**config.mk**
```make
export PLATFORM = sky130hd
export DESIGN_NAME = wildcard_pattern_match
export DESIGN_NICKNAME = d
export VERILOG_FILES = /design/src/hw/rtl/wpm_pkg.sv /design/src/hw/rtl/wpm_front.sv /design/src/hw/rtl/wpm_back.sv /design/src/hw/rtl/wildcard_pattern_match.sv
export SDC_FILE = /design/constraint.sdc
export NUM_CORES = 2
export LEC_CHECK = 0
export ABC_AREA = 1
export BUFFER_PORTS_ARGS = -buffer_cell sky130_fd_sc_hd__buf_4
export CORE_ASPECT_RATIO = 0.5
export CORE_MARGIN = 2
export CORE_UTILIZATION = 30
export DETAILED_ROUTE_END_ITERATION = 8
export PLACE_DENSITY = 0.52
export SLEW_MARGIN = 10
export SYNTH_ARGS = -nofsm -noshare
export SYNTH_HDL_FRONTEND = slang
export SYNTH_SLANG_ARGS = --single-unit
```
**constraint.sdc**
```tcl
create_clock -name clk_i -period 3.4 [get_ports clk_i]
set_input_delay 0.51 -clock clk_i [delete_from_list [all_inputs] [get_ports clk_i]]
set_output_delay 0.51 -clock clk_i [all_outputs]
set_load 0.005 [all_outputs]
```
**src/hw/rtl/wpm_pkg.sv**
```systemverilog
// shared types and constants for the wildcard pattern matcher
package wpm_pkg;

  // pattern capacity and derived widths
  localparam int unsigned MAX_PATTERN = 64;
  localparam int unsigned ROW_W       = MAX_PATTERN + 1;
  localparam int unsigned LEN_W       = $clog2(MAX_PATTERN + 1);
  localparam int unsigned ADDR_W      = (MAX_PATTERN > 1) ? $clog2(MAX_PATTERN) : 1;
  localparam int unsigned PFX_LVLS    = $clog2(ROW_W);

  // special pattern bytes
  localparam logic [7:0] STAR_BYTE     = 8'h2A;
  localparam logic [7:0] QUESTION_BYTE = 8'h3F;

  // item operations
  typedef enum logic [1:0] {
    OP_CLEAR  = 2'd0,
    OP_APPEND = 2'd1,
    OP_TEXT   = 2'd2,
    OP_END    = 2'd3
  } op_e;

  // classified item as it travels through the queue
  typedef struct packed {
    op_e        op;
    logic [7:0] sym;
    logic       sym_star;
    logic       sym_question;
  } cmd_t;

endpackage

```
**src/hw/rtl/wpm_front.sv**
```systemverilog
// front end: accepts items, classifies them and queues them for the row engine
module wpm_front (
  input  logic          clk_i,
  input  logic          rst_ni,
  input  logic          in_valid_i,
  output logic          in_stall_o,
  input  logic [1:0]    in_opcode_i,
  input  logic [7:0]    in_symbol_i,
  output logic          cmd_valid_o,
  output wpm_pkg::cmd_t cmd_o,
  input  logic          cmd_pop_i
);

  logic [1:0]    count_q, count_d;
  logic          wr_ptr_q, rd_ptr_q;
  wpm_pkg::cmd_t entry_q [2];
  wpm_pkg::cmd_t cmd_new;
  logic          push;

  // classify the incoming item
  always_comb begin
    cmd_new.op           = wpm_pkg::op_e'(in_opcode_i);
    cmd_new.sym          = in_symbol_i;
    cmd_new.sym_star     = (in_symbol_i == wpm_pkg::STAR_BYTE);
    cmd_new.sym_question = (in_symbol_i == wpm_pkg::QUESTION_BYTE);
  end

  // two-entry queue handshake
  assign in_stall_o  = (count_q == 2'd2);
  assign push        = in_valid_i && !in_stall_o;
  assign cmd_valid_o = (count_q != 2'd0);
  assign cmd_o       = entry_q[rd_ptr_q];

  always_comb begin
    count_d = count_q;
    if (push && !cmd_pop_i) begin
      count_d = count_q + 2'd1;
    end else if (!push && cmd_pop_i) begin
      count_d = count_q - 2'd1;
    end
  end

  // queue pointers and count
  always_ff @(posedge clk_i or negedge rst_ni) begin
    if (!rst_ni) begin
      count_q  <= 2'd0;
      wr_ptr_q <= 1'b0;
      rd_ptr_q <= 1'b0;
    end else begin
      count_q <= count_d;
      if (push) begin
        wr_ptr_q <= ~wr_ptr_q;
      end
      if (cmd_pop_i) begin
        rd_ptr_q <= ~rd_ptr_q;
      end
    end
  end

  // queue storage
  always_ff @(posedge clk_i) begin
    if (push) begin
      entry_q[wr_ptr_q] <= cmd_new;
    end
  end

endmodule

```
**src/hw/rtl/wpm_back.sv**
```systemverilog
// back end: pattern cells, bit-parallel match row update and result register
module wpm_back (
  input  logic          clk_i,
  input  logic          rst_ni,
  input  logic          cmd_valid_i,
  input  wpm_pkg::cmd_t cmd_i,
  output logic          cmd_pop_o,
  output logic          out_valid_o,
  input  logic          out_stall_i,
  output logic          out_matched_o,
  output logic          out_overflow_o
);

  localparam int unsigned ROW_W    = wpm_pkg::ROW_W;
  localparam int unsigned LVLS     = wpm_pkg::PFX_LVLS;
  localparam int unsigned MAXP     = wpm_pkg::MAX_PATTERN;
  localparam int unsigned LEN_W    = wpm_pkg::LEN_W;
  localparam int unsigned ADDR_W   = wpm_pkg::ADDR_W;

  // pattern cells, one per position
  logic [7:0]        pat_byte_q [MAXP];
  logic [MAXP-1:0]   pat_star_q;
  logic [MAXP-1:0]   pat_quest_q;

  // row state
  logic [LEN_W-1:0]  len_q, len_d;
  logic [ROW_W-1:0]  len_mask_q, len_mask_d;
  logic [ROW_W-1:0]  start_row_q, start_row_d;
  logic [ROW_W-1:0]  match_q, match_d;
  logic [ROW_W-1:0]  col_q, col_d;
  logic              ovf_q, ovf_d;
  logic              out_valid_q;
  logic              out_matched_q, out_overflow_q;

  // text update intermediates
  logic [ROW_W-1:0]          hit;
  logic [ROW_W-1:0]          star_pos;
  logic [LVLS:0][ROW_W-1:0]  gen_lv;
  logic [LVLS:0][ROW_W-1:0]  prp_lv;
  logic [ROW_W-1:0]          col_text;
  logic [ROW_W-1:0]          match_text;

  logic pop;
  logic room;
  logic do_write;

  // pop unless an end item finds the result register blocked
  assign room      = !out_valid_q || !out_stall_i;
  assign pop       = cmd_valid_i && ((cmd_i.op != wpm_pkg::OP_END) || room);
  assign cmd_pop_o = pop;
  assign do_write  = pop && (cmd_i.op == wpm_pkg::OP_APPEND) && (len_q < LEN_W'(MAXP));

  // per-position hits and star propagation flags
  always_comb begin
    hit      = '0;
    star_pos = '0;
    for (int j = 1; j < ROW_W; j++) begin
      star_pos[j] = len_mask_q[j] & pat_star_q[j-1];
      if (pat_quest_q[j-1]) begin
        hit[j] = len_mask_q[j] & match_q[j-1];
      end else begin
        hit[j] = len_mask_q[j] & ~pat_star_q[j-1] &
                 (pat_byte_q[j-1] == cmd_i.sym) & match_q[j-1];
      end
    end
  end

  // column or-chain across star runs as a parallel prefix
  always_comb begin
    gen_lv[0]    = col_q | hit;
    gen_lv[0][0] = 1'b1;
    prp_lv[0]    = star_pos;
    for (int lvl = 0; lvl < LVLS; lvl++) begin
      for (int j = 0; j < ROW_W; j++) begin
        if (j >= (1 << lvl)) begin
          gen_lv[lvl+1][j] = gen_lv[lvl][j] | (prp_lv[lvl][j] & gen_lv[lvl][j - (1 << lvl)]);
          prp_lv[lvl+1][j] = prp_lv[lvl][j] & prp_lv[lvl][j - (1 << lvl)];
        end else begin
          gen_lv[lvl+1][j] = gen_lv[lvl][j];
          prp_lv[lvl+1][j] = prp_lv[lvl][j];
        end
      end
    end
    col_text   = gen_lv[LVLS];
    match_text = '0;
    for (int j = 1; j < ROW_W; j++) begin
      match_text[j] = star_pos[j] ? col_text[j-1] : hit[j];
    end
  end

  // next row state per operation
  always_comb begin
    len_d       = len_q;
    len_mask_d  = len_mask_q;
    start_row_d = start_row_q;
    match_d     = match_q;
    col_d       = col_q;
    ovf_d       = ovf_q;
    if (pop) begin
      case (cmd_i.op)
        wpm_pkg::OP_CLEAR: begin
          len_d       = '0;
          len_mask_d  = ROW_W'(1);
          start_row_d = ROW_W'(1);
          ovf_d       = 1'b0;
          match_d     = ROW_W'(1);
          col_d       = ROW_W'(1);
        end
        wpm_pkg::OP_APPEND: begin
          if (do_write) begin
            len_d                             = len_q + LEN_W'(1);
            len_mask_d[len_q + LEN_W'(1)]     = 1'b1;
            start_row_d[len_q + LEN_W'(1)]    = start_row_q[len_q] & cmd_i.sym_star;
            match_d                           = start_row_d;
            col_d                             = start_row_d;
          end else begin
            ovf_d   = 1'b1;
            match_d = start_row_q;
            col_d   = start_row_q;
          end
        end
        wpm_pkg::OP_TEXT: begin
          match_d = match_text;
          col_d   = col_text;
        end
        wpm_pkg::OP_END: begin
          match_d = start_row_q;
          col_d   = start_row_q;
        end
        default: begin
          match_d = match_q;
        end
      endcase
    end
  end

  // row control state
  always_ff @(posedge clk_i or negedge rst_ni) begin
    if (!rst_ni) begin
      len_q       <= '0;
      len_mask_q  <= ROW_W'(1);
      start_row_q <= ROW_W'(1);
      match_q     <= ROW_W'(1);
      col_q       <= ROW_W'(1);
      ovf_q       <= 1'b0;
    end else begin
      len_q       <= len_d;
      len_mask_q  <= len_mask_d;
      start_row_q <= start_row_d;
      match_q     <= match_d;
      col_q       <= col_d;
      ovf_q       <= ovf_d;
    end
  end

  // pattern cell writes
  always_ff @(posedge clk_i) begin
    if (do_write) begin
      pat_byte_q[len_q[ADDR_W-1:0]]  <= cmd_i.sym;
      pat_star_q[len_q[ADDR_W-1:0]]  <= cmd_i.sym_star;
      pat_quest_q[len_q[ADDR_W-1:0]] <= cmd_i.sym_question;
    end
  end

  // result register valid
  always_ff @(posedge clk_i or negedge rst_ni) begin
    if (!rst_ni) begin
      out_valid_q <= 1'b0;
    end else if (pop && (cmd_i.op == wpm_pkg::OP_END)) begin
      out_valid_q <= 1'b1;
    end else if (!out_stall_i) begin
      out_valid_q <= 1'b0;
    end
  end

  // result register payload
  always_ff @(posedge clk_i) begin
    if (pop && (cmd_i.op == wpm_pkg::OP_END)) begin
      out_matched_q  <= match_q[len_q];
      out_overflow_q <= ovf_q;
    end
  end

  assign out_valid_o    = out_valid_q;
  assign out_matched_o  = out_matched_q;
  assign out_overflow_o = out_overflow_q;

  // a column bit is set wherever its match bit is set
  assert property (@(posedge clk_i) disable iff (!rst_ni)
    (match_q & ~col_q) == '0)
    else $error("match row bit set without column bit");

  // rows stay empty past the pattern length
  assert property (@(posedge clk_i) disable iff (!rst_ni)
    ((match_q | col_q | start_row_q) & ~len_mask_q) == '0)
    else $error("row bit set beyond pattern length");

  // empty prefix column is always seen
  assert property (@(posedge clk_i) disable iff (!rst_ni)
    col_q[0] && start_row_q[0] && len_mask_q[0])
    else $error("position zero lost");

  // a blocked end item never leaves the queue
  assert property (@(posedge clk_i) disable iff (!rst_ni)
    (cmd_valid_i && (cmd_i.op == wpm_pkg::OP_END) && out_valid_q && out_stall_i) |-> !cmd_pop_o)
    else $error("end item popped while result register blocked");

endmodule

```
**src/hw/rtl/wildcard_pattern_match.sv**
```systemverilog
// wildcard pattern matcher: whole-text match against a stored '*' / '?' pattern
// out_valid_o is registered: an end item passes the queue, then the row engine pops it into the result register
// throughput: one item per cycle while the queue has room, set by the bit-parallel row update;
// an end item waits in the two-entry queue while an unread result is held
// reset: empty pattern, overflow clear, rows at start value, queue and result empty
// pattern cells are not reset; only positions below the current length are used
module wildcard_pattern_match (
  input  logic       clk_i,
  input  logic       rst_ni,
  input  logic       in_valid_i,
  output logic       in_stall_o,
  input  logic [1:0] in_opcode_i,
  input  logic [7:0] in_symbol_i,
  output logic       out_valid_o,
  input  logic       out_stall_i,
  output logic       out_matched_o,
  output logic       out_overflow_o
);

  logic          cmd_valid;
  logic          cmd_pop;
  wpm_pkg::cmd_t cmd;

  // item intake and queue
  wpm_front u_front (
    .clk_i       (clk_i),
    .rst_ni      (rst_ni),
    .in_valid_i  (in_valid_i),
    .in_stall_o  (in_stall_o),
    .in_opcode_i (in_opcode_i),
    .in_symbol_i (in_symbol_i),
    .cmd_valid_o (cmd_valid),
    .cmd_o       (cmd),
    .cmd_pop_i   (cmd_pop)
  );

  // row engine and result register
  wpm_back u_back (
    .clk_i          (clk_i),
    .rst_ni         (rst_ni),
    .cmd_valid_i    (cmd_valid),
    .cmd_i          (cmd),
    .cmd_pop_o      (cmd_pop),
    .out_valid_o    (out_valid_o),
    .out_stall_i    (out_stall_i),
    .out_matched_o  (out_matched_o),
    .out_overflow_o (out_overflow_o)
  );

endmodule

```
# --- After elaboration in Yosys (flattened, before gate mapping) ---
# Memory sizes are Yosys's and may differ from the RTL's.
# Index checks and enable logic that the tools add are counted.
word_totals:
  out_inout_bits: 4
  elab_cells: 1581
  memories: 2
  ramBits: 536
  regBits: 403
  in_bits: 14
memory_table:
  columns: ["name", "words", "width", "read_ports", "rd_ports_with_merged_regs", "write_ports", "line", "rtl"]
  rows:
  - ["u_back.pat_byte_q", 64, 8, 64, 0, 1, "wpm_back.sv:21", "logic [7:0] pat_byte_q [MAXP];"]
  - ["u_front.entry_q", 2, 12, 1, 0, 1, "wpm_front.sv:16", "wpm_pkg::cmd_t entry_q [2];"]
classes:
  bitwise: 1302
  magnitude_cmp: 6
  n_eq_ne: 74
  addsub: 3
  mux: 157
  n_reduce_logical: 23
ops:
  columns: ["operator", "count"]
  rows:
  - ["bitwise AND 1 bit", 906]
  - ["case mux 65 bit (4 select lines)", 2]
  - ["== test 8 bit", 64]
  - ["bitwise OR 1 bit", 328]
  - ["case mux 65 bit (2 select lines)", 2]
  - ["2-to-1 mux 1 bit", 139]
  - ["2-to-1 mux 65 bit", 2]
  - ["bitwise OR 65 bit", 2]
  - ["bitwise mux 64 bit", 2]
  - ["inverter 1 bit", 66]
  - ["bitwise mux 65 bit", 1]
  - ["== test 8 x 6 -> 1 bit (second input constant)", 2]
  - ["< comparator 7 x 8 -> 1 bit (second input constant)", 2]
  - ["binary-select mux 1 bit (select 7 bit)", 2]
  - ["case mux 7 bit (2 select lines)", 1]
  - ["logical AND 1 bit", 9]
  - ["adder 7 x 1 -> 7 bit (second input constant)", 1]
  - ["demux 1 bit (select 7 bit)", 1]
  - ["greater-or-equal comparator 7 x 1 -> 1 bit (second input constant)", 1]
  - ["< comparator 6 x 7 -> 1 bit (second input constant)", 1]
  - ["< comparator 7 bit (second input constant)", 1]
  - ["2-to-1 mux 7 bit", 1]
  - ["demux 1 bit (select 6 bit)", 1]
  - ["== test 2 bit (second input constant)", 3]
  - ["other kinds (14)", 25]

# --- Depth between registers and ports, before layout ---
logic_depth:
  word_depth: 20
  depth_mapped: 28
  mapped_depth_nobuf: 26

# --- Modules after synthesis ---
# Synthesis repeated with hierarchy kept, for this count alone.
hier_totals:
  hier_cells: 6176
  hier_area_um2: 49628.8
by_module_without_submodules:
  columns: ["mod", "n_inst", "area_per_inst_um2", "cells_per_inst", "seq_area_each_um2"]
  rows:
  - ["wpm_back", 1, 48472.7, 6102, 25937.4]
  - ["wpm_front", 1, 1156.1, 74, 820.8]

# --- Least setup slack after synthesis ---
# OpenSTA, ideal clock, no wires.
synth_path:
  path_type: "register -> register"
  from: "reg u_front.rd_ptr_q"
  to: "reg u_back.col_q[63]"
  slack_ps: 431
  setup_time_ps: 132
  path_buffers: 3
  stages_incl_launch_ff: 26
  required_time_ps: 3268
  arrival_time_ps: 2836
  period_less_slack_ps: 2969
  cell_sequence: "dfrtp_1 inv_2 buf_4 nand2_2 nand2_2 buf_2 buf_2 a21oi_1 nand2_1 nor2_1 nand3_1 nand2_1 nand2_1 nand2_1 inv_1 nand2_1 inv_1 nand2_1 a21oi_1 nand2_1 a21oi_1 nand2_1 nand2_1 nand2_1 nand2_1 o21ai_0"
synth_rtl:
  columns: ["element", "line", "rtl"]
  rows:
  - ["from (decl)", "wpm_front.sv:15", "logic wr_ptr_q, rd_ptr_q;"]
  - ["from (signal assigned)", "wpm_front.sv:55", "rd_ptr_q <= ~rd_ptr_q;"]
  - ["to (signal assigned)", "wpm_back.sv:151", "col_q <= col_d;"]
  - ["to (decl)", "wpm_back.sv:30", "logic [ROW_W-1:0] col_q, col_d;"]

# --- Final worst setup path ---
layout_path:
  from: "reg u_front.rd_ptr_q"
  to: "reg u_back.match_q[61]"
layout_via:
  elab_chain_len: 19
  elab_cells_between_ends: 379
  classes_between: "eq/ne (65); mux (65); bitwise (243); reduce/logical (5); memory (1)"
layout_rtl:
  columns: ["element", "line", "rtl"]
  rows:
  - ["memory (2 x 12 bit) (*)", null, null]
  - ["== test 8 bit", "wpm_back.sv:63", "(pat_byte_q[j-1] == cmd_i.sym) & match_q[j-1];"]
  - ["bitwise AND 1 bit", "wpm_back.sv:62", "hit[j] = len_mask_q[j] & ~pat_star_q[j-1] &"]
  - ["bitwise AND 1 bit", "wpm_back.sv:63", null]
  - ["2-to-1 mux 1 bit", "wpm_back.sv:59", "if (pat_quest_q[j-1]) begin"]
  - ["bitwise OR 65 bit", "wpm_back.sv:70", "gen_lv[0] = col_q | hit;"]
  - ["bitwise AND 1 bit", "wpm_back.sv:76", "gen_lv[lvl+1][j] = gen_lv[lvl][j] | (prp_lv[lvl][j] & gen_lv[lvl][j - (1 << lvl)]);"]
  - ["bitwise OR 1 bit", "wpm_back.sv:76", null]
  - ["[... 3 more ...]", null, null]
  - ["bitwise OR 1 bit or bitwise AND 1 bit (tied branches)", "wpm_back.sv:76", null]
  - ["bitwise AND 1 bit or bitwise OR 1 bit (tied branches)", "wpm_back.sv:76", null]
  - ["bitwise OR 1 bit or bitwise AND 1 bit (tied branches)", "wpm_back.sv:76", null]
  - ["bitwise AND 1 bit or bitwise OR 1 bit (tied branches)", "wpm_back.sv:76", null]
  - ["bitwise OR 1 bit or bitwise AND 1 bit (tied branches)", "wpm_back.sv:76", null]
  - ["bitwise OR 1 bit", "wpm_back.sv:76", null]
  - ["2-to-1 mux 1 bit", "wpm_back.sv:87", "match_text[j] = star_pos[j] ? col_text[j-1] : hit[j];"]
  - ["case mux 65 bit (4 select lines)", "wpm_back.sv:100", "case (cmd_i.op)"]
  - ["to (signal assigned)", "wpm_back.sv:150", "match_q <= match_d;"]
  - ["to (decl)", "wpm_back.sv:29", "logic [ROW_W-1:0] match_q, match_d;"]
# Mark *: on every way between the ends. The rest lies on a longest branch, timed or not.
# A chain may end at the register's enable or synchronous reset.

==> flow_summary.toml <==
[timing]
setup_ws_ns = -0.01034
setup_viol = 3
final_max_slew_viol_count = 0
post-route-min-period_ns = 3.410
timing.final.crit_share_pct = 100.3
relSlewSlack_pct = 41.07
tightest_slew_ns = 0.8840
hold_viol = 0
fin_skew_ns = 0.07589
fmax_mhz = 293.2
timing.setup.tns_ns = -0.01498
hold-worst-slack_ns = 0.3502
rsz0062_at_grt = "yes"

[grt]
overflow = 0
met3_usage_pct = 3.590
grt_pass1_wl_um = 289400
grt-busiest-layer = "met1"
antenna_found_initial = 5
grt_pass1_vias = 41210
grt_use_met2_pct = 34.11
use_met1_pct = 36.22
grt_max_degree = 98
grt_use_total_pct = 23.52

[drt]
vias = 45350
initialDrtViolationCount = 5192
viasPerCell = 4.882
ant_nets = 0
wl_per_cell_um = 22.66
firstDrtPassIters = 5
routed_wirelength_um = 210500
drc = 0

[setup_path]
critPathLaunchType = "register"
cpPeakStageDelay_ns = 0.46
path_max_fanout = 14
crit_path_start = "u_front.rd_ptr_q"
r2r_cells = 25
crit_type = "reg2reg"
critPathSlowestCell = "dfrtp_2"
cp.required_ns = 3.96
critPathTopFamily = "simple AND/OR/NAND/NOR gates"
cp.depth = 25
cp-end-kind = "register"
arrival_ns = 3.97
reg2reg_from = "u_front.rd_ptr_q"
timing.critical_path.buf_inv = 4

[layout]
area_growth_pct = 32.28
drive_above_1_share_pct = 21.46
nets = 7029

[pwr]
swShare_pct = 40.00
power_frac_comb_pct = 46.7
p_int_mw = 28.28
p_leak_nw = 29.60
ir_worst_vdd_mv = 0.5820
p_per_area_nw_per_um2 = 718.6
p_clk_share_pct = 23.5
p_sw_mw = 18.86
seqPwrFrac_pct = 29.8

[clock_network]
clock_sinks = 936
cts_root_buf = "clkbuf_16"
clk_latency_ns = 0.74
path_clk_slew_ns = 0.07
htreeDepth = 3
cts_tree = "done"
cts-buffers-inserted = 95
clk_path_buf_depth = 3

[place]
post-dp-hpwl_um = 141700
port_buffers = 17
gp_congestion = 1.005

[synthesis]
ys.flop_type = "edfxtp_1"
synthCells = 6264
synth_edf_count = 666
synth_top_area_share_pct = 40.33
ys_ff_latch = 936
avgSynthCellArea_um2 = 7.917
yosys.area.top_type = "edfxtp_1"
synthArstFlopShare_pct = 28.85
yosys_warnings = 0
ys_seq_area_share_pct = 53.96
synth_cell_types = 54
synth_nets = 6280
synth.area.top_cells = "edfxtp_1 40%, nand2_1 17%, dfrtp_1 14%, inv_1 7.4%, nor2_1 5.1%"
synth_area_um2 = 49590

[floorplanning]
coreArea_um2 = 164100
rows = 105
dieArea_um2 = 168800
die_h_um = 291.5
die_w_um = 579.0
start_util_pct = 30.22
ioPinCount = 18

[hold_path]
hp-class = "in2async"

[status]
violations = "setup timing"
status = "complete, but fails checks"

[flow_run]
max-cap-violations = 0
-- what timing repair did --
item | 4_1_cts | 5_1_grt
cloned | 22 | 25
pin swaps | 19 | 209
endpoints found under the setup margin | 88 | 120
hold buffers | 12 | 0
setup buffers | 40 | 98
gates resized for setup | 182 | 537
endpoints found under the hold margin | 93 | 0
-- area by class of cell --
class	count	area (um^2)
clock buffers	118	2494
flip-flops and latches	936	26760
diodes	4	10.01
multi-input cells	4150	20430
inverters	996	3746
well taps	2193	2744
repair buffers	834	8738
fillers	16570	98490
clock inverters	58	678.2
-- worst register-to-register path, stage by stage, from the launching register on --
cell	delay, ns
dfrtp_2	0.46
buf_12	0.19
nand2_4	0.11
nand2_8	0.09
buf_8	0.16
buf_4	0.16
buf_4	0.13
or2_2	0.26
nand3_1	0.07
nor2_1	0.07
nand2_1	0.09
nand2_2	0.10
nand2_2	0.12
nand2_2	0.08
nand2_1	0.08
nand2_2	0.10
a21oi_2	0.17
nand2_4	0.10
nand2_2	0.07
nand2_2	0.09
a21oi_4	0.22
nand3_1	0.11
nand2_1	0.07
nand2_1	0.05
nand2_1	0.05
nand2_1	0.05
-- layout by cell type, fill, tap and decap left out, types with 12 or more instances in the layout --
master | Yosys | final
dlygate4sd3_1 | 0 | 12
o21ai_1 | 22 | 39
a21oi_4 | 0 | 15
o22ai_1 | 42 | 42
o21a_1 | 20 | 20
clkinv_2 | 0 | 22
clkinv_1 | 4 | 12
a21oi_2 | 1 | 37
buf_16 | 0 | 26
nand2_1 | 2203 | 1864
nand3_2 | 7 | 28
xor2_1 | 43 | 38
nor2_2 | 2 | 15
edfxtp_1 | 666 | 666
xnor2_1 | 91 | 89
nor3_1 | 58 | 50
o21ai_0 | 265 | 242
buf_4 | 14 | 625
nand4_1 | 42 | 42
inv_2 | 16 | 33
o21bai_1 | 32 | 24
nand2_2 | 18 | 276
clkbuf_1 | 79 | 20
nor2_1 | 680 | 664
a21oi_1 | 321 | 270
o211ai_1 | 17 | 17
clkbuf_16 | 0 | 117
inv_1 | 976 | 958
nand2_8 | 0 | 19
buf_12 | 0 | 86
dfrtp_1 | 268 | 267
nand2_4 | 1 | 67
nand3_1 | 210 | 181
buf_6 | 4 | 44
-- registers in the layout (all words and copies together) (netlist names) --
signal and count:
u_back.out_matched_o 1, u_back.start_row_q 65, u_back.col_q 63, u_front.count_q 2, u_back.match_q 65, u_back.len_mask_q 64
u_back.out_overflow_o 1, u_back.ovf_q 1, u_front.rd_ptr_q 1, u_front.wr_ptr_q 1, u_back.pat_quest_q 64, u_front.entry_q 24
u_back.pat_star_q 64, u_back.len_q 7, u_back.out_valid_o 1, u_back.pat_byte_q 512
-- power groups by stage --
| stage | Clock, mW | Sequential, mW | Combinational [mW] |
|---|---|---|---|
| after floorplan | 0 | 14.2 | 7.57 |
| after global placement | 0 | 14.3 | 16.3 |
| after detailed placement | 0 | 14.3 | 16.3 |
| after CTS | 11.2 | 14.0 | 18.8 |
| after global routing | 11.7 | 14.1 | 23.1 |
| final | 11.1 | 14.1 | 22.0 |
-- path summary, 6_finish.rpt --
check	end	slack (ns)
min in group clk_i	u_front.wr_ptr_q	0.35
max	u_back.match_q[61]	-0.01
max reg2reg	u_back.match_q[61]	-0.01
max in group asynchronous	u_back.col_q[31]	2.16
min	u_front.rd_ptr_q	0.35
min reg2reg	u_back.col_q[41]	0.49
-- cell families (layout without fill, tap and decap cells) --
logic type	after synthesis	count (layout)	synth area share (%)
buffers and inverters	1182	2006	9.310
adders and majority gates	2	2	0.05045
xor gates and xnor gates	134	134	2.367
and+or+nand+nor	3245	3249	25.83
DFF	936	936	53.96
AOI/OAI and AO/OA	764	764	8.455
muxes	1	1	0.02775
other	0	4	0
-- per-layer routing --
metal | vias up | part of all wire (%)
li1 | 21300 | -
met1 | 21920 | 46
met2 | 1858 | 41
met3 | 271 | 9.7
met4 | 0 | 2.5
met5 | - | 0
-- metrics by stage --
step	total power, mW	cell area (um^2)	setup slack (ns)	utilization (%)	std cells
after CTS	44.03	62370	-0.05557	38.01	9165
final	47.14	65600	-0.01034	39.98	9289
after floorplan	21.76	49590	0.4314	-	6264
after global placement	30.51	57420	-0.2859	34.99	8915
after detailed placement	30.59	57420	-0.2544	34.99	8915
after global routing	48.80	65590	-0.1290	39.97	9285
-- cells in the mapped netlist (2+ instances only) --
cell type  number
edfxtp_1      666
ha_1            2
nand4_1        42
nor3_1         58
dfstp_2         2
xor2_1         43
a31oi_1         4
o21bai_1       32
nand2_2        18
a22o_1          3
nor4_1          2
nand2_1      2203
clkinv_1        4
buf_6           4
o22ai_1        42
xnor2_1        91
inv_2          16
nand3b_1        5
o21a_1         20
buf_4          14
nand3_1       210
a21o_1          3
o41ai_1         2
o2111ai_1       5
nor2_1        680
nand3_2         7
nor2_2          2
dfrtp_1       268
o221ai_1        2
nor3b_1         2
or2_2          11
buf_2          77
o211ai_1       17
a22oi_1         9
buf_1          11
o21ai_1        22
a21oi_1       321
o21ai_0       265
clkbuf_1       79
inv_1         976
a221oi_1       11
Power figures use the tool's default switching activity.
